==> src/rtl/core/wmf_pkg.sv <==
// Shared constants, register indexes and controller/datapath interface types.
package wmf_pkg;

  // Largest supported image width and window radius.
  localparam int MAX_WIDTH  = 1024;
  localparam int MAX_RADIUS = 7;
  localparam int MAX_HEIGHT = 1024;

  // Pixel and register widths.
  localparam int PIX_W = 8;
  localparam int DIM_W = 11;
  localparam int RAD_W = 3;
  localparam int CFG_W = 11;
  localparam int IDX_W = 2;

  // Line store holds the most recent 2*R rows plus 2*R+1 pixels.
  localparam int STORE_DEPTH = 2 * MAX_RADIUS * MAX_WIDTH + 2 * MAX_RADIUS + 1;
  localparam int ADDR_W      = $clog2(STORE_DEPTH);

  // Position counters and window counters.
  localparam int POS_W  = 21;
  localparam int RC_W   = 10;
  localparam int SIDE_W = 4;
  localparam int CNT_W  = 8;
  localparam int PASS_W = 3;
  localparam int LAG_W  = 14;
  localparam int SRC_W  = 12;

  // Configuration register indexes.
  localparam logic [IDX_W-1:0] CFG_IMAGE_WIDTH   = 2'd0;
  localparam logic [IDX_W-1:0] CFG_IMAGE_HEIGHT  = 2'd1;
  localparam logic [IDX_W-1:0] CFG_WINDOW_RADIUS = 2'd2;

  // Input command codes.
  localparam logic CMD_PIXEL = 1'b0;
  localparam logic CMD_FLUSH = 1'b1;

  // Commands from the controller to the datapath.
  typedef struct packed {
    logic accept;
    logic pass_init;
    logic scan;
    logic update;
    logic finish;
  } wmf_cmd_t;

  // Status from the datapath to the controller.
  typedef struct packed {
    logic produce;
    logic scan_last;
    logic pass_last;
    logic out_free;
  } wmf_status_t;

endpackage

==> src/rtl/core/wmf_ctrl.sv <==
// Controller state machine that sequences the median search passes.
module wmf_ctrl import wmf_pkg::*; (
  input  logic        clk,
  input  logic        rst,
  input  logic        s_tvalid,
  output logic        s_tready,
  input  wmf_status_t status,
  output wmf_cmd_t    cmd
);

  localparam logic [2:0] ST_IDLE   = 3'd0;
  localparam logic [2:0] ST_START  = 3'd1;
  localparam logic [2:0] ST_SCAN   = 3'd2;
  localparam logic [2:0] ST_DRAIN  = 3'd3;
  localparam logic [2:0] ST_UPDATE = 3'd4;
  localparam logic [2:0] ST_DONE   = 3'd5;

  logic [2:0] state;
  logic [2:0] state_next;

  // Next state and command decode.
  always_comb begin
    state_next = state;
    cmd        = '0;
    s_tready   = 1'b0;
    case (state)
      ST_IDLE: begin
        s_tready = 1'b1;
        if (s_tvalid) begin
          cmd.accept = 1'b1;
          if (status.produce) begin
            state_next = ST_START;
          end
        end
      end
      ST_START: begin
        cmd.pass_init = 1'b1;
        state_next    = ST_SCAN;
      end
      ST_SCAN: begin
        cmd.scan = 1'b1;
        if (status.scan_last) begin
          state_next = ST_DRAIN;
        end
      end
      ST_DRAIN: begin
        state_next = ST_UPDATE;
      end
      ST_UPDATE: begin
        cmd.update = 1'b1;
        state_next = status.pass_last ? ST_DONE : ST_START;
      end
      ST_DONE: begin
        if (status.out_free) begin
          cmd.finish = 1'b1;
          state_next = ST_IDLE;
        end
      end
      default: begin
        state_next = ST_IDLE;
      end
    endcase
  end

  // State register.
  always_ff @(posedge clk) begin
    if (rst) begin
      state <= ST_IDLE;
    end else begin
      state <= state_next;
    end
  end

endmodule

==> config.mk <==
export PLATFORM = sky130hd
export DESIGN_NAME = wmf_ctrl
export DESIGN_NICKNAME = d
export VERILOG_FILES = /design/src/rtl/core/wmf_pkg.sv /design/src/rtl/core/wmf_ctrl.sv
export SDC_FILE = /design/constraint.sdc
export NUM_CORES = 1
export LEC_CHECK = 0
export BUFFER_PORTS_ARGS = -buffer_cell sky130_fd_sc_hd__buf_2
export CAP_MARGIN = 15
export CORE_AREA = 10 10 47 49
export CTS_BUF_LIST = sky130_fd_sc_hd__clkbuf_4
export CTS_CLUSTER_SIZE = 12
export DETAILED_ROUTE_END_ITERATION = 12
export DIE_AREA = 0 0 57 59
export PLACE_DENSITY_LB_ADDON = 0.3
export SYNTH_ARGS = -nofsm -noshare
export SYNTH_HDL_FRONTEND = slang
export SYNTH_SLANG_ARGS = --single-unit
export TNS_END_PERCENT = 10
==> constraint.sdc <==
create_clock -name clk -period 1.7 [get_ports clk]
set_input_delay 0.255 -clock clk [delete_from_list [all_inputs] [get_ports clk]]
set_output_delay 0.255 -clock clk [all_outputs]
set_load 0.01 [all_outputs]
### Word-level counts from Yosys, hierarchy flattened

Cells that the tools add are included.
W data, S select, Z words.

* output and inout bits: 6
* register bits after elaboration: 3

* reductions and logical operators: 2
* mux-type cells: 14
* equality and inequality tests: 9

Operators by type and width (count)
* $pmux W3 S6: 1
* $mux W3: 5
* $mux W1: 8
* $ne A2 B2 Y1 const B: 4
* $eq A3 B2 Y1 const B: 2
* $eq A3 B3 Y1 const B: 2
* $reduce_and A4 Y1: 1
* $eq A3 B1 Y1 const B: 1
* $logic_not A3 Y1: 1

### Longest topological paths before layout

* word-level depth: 3
* mapped depth: 4
* gate-level depth less buffers: 3

### Worst setup path before layout

Ideal clock, no wire load.

* path kind: register -> register
* from: register state[1]
* to: register state[0]
* buffers on the path: 1
* cell stages (with the launch flop): 5
* clock period less this slack: 1.077 ns
* data required time: 1.634 ns
* library setup time: 0.066 ns
* arrival: 1.011 ns
* setup slack: 0.623 ns
* cells stage by stage: dfxtp_1 > buf_6 > nor4b_2 > a222oi_1 > nor2_1

* longest elaborated chain between the ends: 3
* elaborated cells between the ends (all ways): 12
* classes of those cells: eq/ne: 9; mux: 1; reduce/logical: 2

Ends and longest elaborated chain
* from (decl): line wmf_ctrl.sv:18 `logic [2:0] state;`
* from (signal assigned): line wmf_ctrl.sv:70 `state <= state_next;`
* $eq A3 B2 Y1, or another cell as far along: line wmf_ctrl.sv:26 `case (state)`
* $ne A2 B2 Y1 (no line)
* $reduce_and A4 Y1 (no line)

Several ways; a longest one is shown, not always the timed one.
A chain may end at the register's enable or synchronous reset.

==> results.yml <==
cells_and_area:
  post-route-cell-area_sq_um: 283
  number_of_flip_flops_in_the_largest_register: 3
  flow.area_growth_from_synthesis_pct: 49.7
  largestRegisters: "state x3"
  layout-drive-gt1-share_pct: 51.4
  regMostFlops: "state"
  final_net_count: 43
  fillCellCount: 168
  antenna_cells: 0
route:
  detail_route.first_pass.iterations: 4
  routed_via_density: 3.96
  finalWirelength_um: 534
  route.antenna.remaining_nets: 0
  route.detailed.wl_per_inst_um: 10.5
  drc_violations_left: 0
  drtIter0Drc: 4
  vias: 202
yosys:
  largest_cells_by_area_after_synthesis: "sky130_fd_sc_hd__dfxtp_1 32%, sky130_fd_sc_hd__nor4b_2 7.9%, sky130_fd_sc_hd__nor3b_2 6.6%"
  synth_top_cells_by_count: "3 x sky130_fd_sc_hd__dfxtp_1, 3 x sky130_fd_sc_hd__nor2_1, 2 x sky130_fd_sc_hd__nor3_1"
  syn_inst: 21
  yosys_warnings: 0
  synth_top_area_share_pct: 31.8
  postSynthNetCount: 28
  syn_avg_cell_area_sq_um: 9.00
  netlist-cell-type-count: 16
  ys_seq_elements: 3
  synth-seq-area-share_pct: 31.8
  ys_dominant_reg_cell: "sky130_fd_sc_hd__dfxtp_1"
  synth_async_sr_flop_share_pct: 0
  synth-edff-count: 0
  post-synth-top-area-cell: "sky130_fd_sc_hd__dfxtp_1"
  synthesis.area_sq_um: 189
setup_path:
  worstPathCellList: "nor4b_2 -> buf_2"
  cp_slowest_cell: "sky130_fd_sc_hd__dfxtp_1"
  critical-path-max-stage-delay_ns: 0.37
  arrival_ns: 1.14
  start_kind: "register"
  critical_path.max_fanout: 8
  required_ns: 1.44
  path_buf_inv: 1
  timing.setup.critical_path_class: "reg -> out"
  worst_path_dominant_cell_family: "flip-flops"
  endpoint_kind: "output port"
floorplan:
  num_io_pins: 13
  die_x_um: 57
  initial_core_util_pct: 13.5
  fp.dieArea_sq_mm: 0.00336
  design.core.area_sq_mm: 0.00140
  fp.dieH_um: 59
  placementRows: 14
status:
  outcome: "completed"
clock_network:
  cts_root_buf: "sky130_fd_sc_hd__clkbuf_4"
  clk_pin_slew_worst_paths_ns: 0.04
  clkSinkCount: 3
  cts_hold_repair.buffers: 0
  h-tree-depth: 1
  cts_tree: "done"
  post_cts_repair_setup_buffers: 0
  cts-buffers-inserted: 3
  ctsLongestPathBuffers: 2
  insertion_delay_ns: 0.23
  post_cts_resized: 0
grt:
  number_of_antenna_violations_at_the_first_check_in_global_routing: 0
  grt.total_usage_pct: 3.83
  grt_max_degree: 10
  global_route.overflow_total: 0
  vias_in_the_first_global_route: 213
  wire_length_of_the_first_global_routing_pass_um: 952
placement:
  place_area_sq_um: 253
  place.detailed.hpwl_um: 460
  routabilityCongestion: 0.616
  buffer_ports.inserted: 12
run:
  max_cap_viol_count: 0
sta:
  finalSetupViolations: 0
  period_needed_ns: 1.39
  final_min_period_over_clock_period_pct: 81.9
  tightestPinTransition_ns: 0.329
  grt_setup_unrepaired: "false"
  timing.final.max_slew_violations: 0
  finalSetupTns_ns: 0
  maxClockFrequency_mhz: 718
  timing.final.hold_violations: 0
  worst_hold_slack_ns: 0.212
  relSlewSlack_pct: 78.0
  finalClockSkew_ns: 0.00324
worst_hold_path:
  hold_class: "in -> reg"
power_and_ir_drop:
  power_density_over_the_cells_mw_per_mm2: 952
  seq_power_share_pct: 31.8
  p_sw_share_pct: 24.2
  power.share.clock_pct: 51.5
  vdd_ir_drop_max_v: 0.000319
  pwr-share-comb_pct: 16.7
  totalPowerFinal_w: 0.000269
  cellInternalPower_w: 0.000204
  netSwitchingPower_w: 0.0000652
  p_leak_nw: 0.131
## path summary, 6_finish.rpt
kind	start	endpoint	slack, ns	cells after the start
hold / removal	rst	state[2]	0.21	2
setup / recovery	state[1]	cmd[4]	0.31	2
setup reg to reg	state[1]	state[0]	0.51	3
hold reg to reg	state[1]	state[2]	0.60	2
## logic make-up (layout without fill, tap and decap cells)
group | Yosys count | count (layout) | synth area share, %
AO/OA/AOI/OAI | 3 | 3 | 11.9
XOR/XNOR | 1 | 1 | 4.64
AND/OR/NAND/NOR | 12 | 12 | 43.0
buffers and inverters | 2 | 16 | 8.61
flip-flops | 3 | 3 | 31.8
## cell type report
class	count	area, sq um	area share [%]
clock buffers	4	30.0	10.6
repair buffers	12	60.1	21.2
multi-input cells	16	113	39.8
well taps	16	20.0	7.08
flip-flops and latches	3	60.1	21.2
## worst register-to-register path, cell delays in order (launching register included)
cell and delay, ns:
sky130_fd_sc_hd__dfxtp_1 0.46, sky130_fd_sc_hd__and2b_1 0.23, sky130_fd_sc_hd__a222oi_1 0.31, sky130_fd_sc_hd__nor2_1 0.07
## layer usage
| layer | vias up | part of all wire [%] | track usage, % |
|---|---|---|---|
| met5 | - | 0 | 0 |
| met4 | 0 | 0 | 4.03 |
| met3 | 0 | 6.2 | 2.79 |
| met2 | 4 | 64 | 6.20 |
| met1 | 93 | 30 | 2.82 |
| li1 | 105 | - | - |
## placed cells by master, fill, tap and decap left out, drive strengths merged
cell	count
nor3	2
nor4b	1
xnor2	1
nand2	1
buf	12
dfxtp	3
a222oi	1
nor2	3
a21oi	1
nor3b	2
o211ai	1
and2b	1
nand2b	1
nand3b	1
clkbuf	4
## power groups by stage
stage               Combinational [W]  Clock [W]  Sequential [W]
floorplan                   0.0000385          0       0.0000779
global placement            0.0000461          0       0.0000870
detailed placement          0.0000463          0       0.0000867
CTS                         0.0000463   0.000147       0.0000855
global route                0.0000499   0.000155       0.0000876
finish                      0.0000449   0.000139       0.0000856
## through the flow
| step | util (%) | instances | setup slack [ns] |
|---|---|---|---|
| 3_3_place_gp | 18.0 | 47 | 0.497 |
| 5_1_grt | 20.2 | 51 | 0.184 |
| 2_1_floorplan | - | 21 | 0.623 |
| 3_5_place_dp | 18.0 | 47 | 0.495 |
| 6_report | 20.2 | 51 | 0.308 |
| 4_1_cts | 20.2 | 51 | 0.286 |
Power figures use the tool's default switching activity.
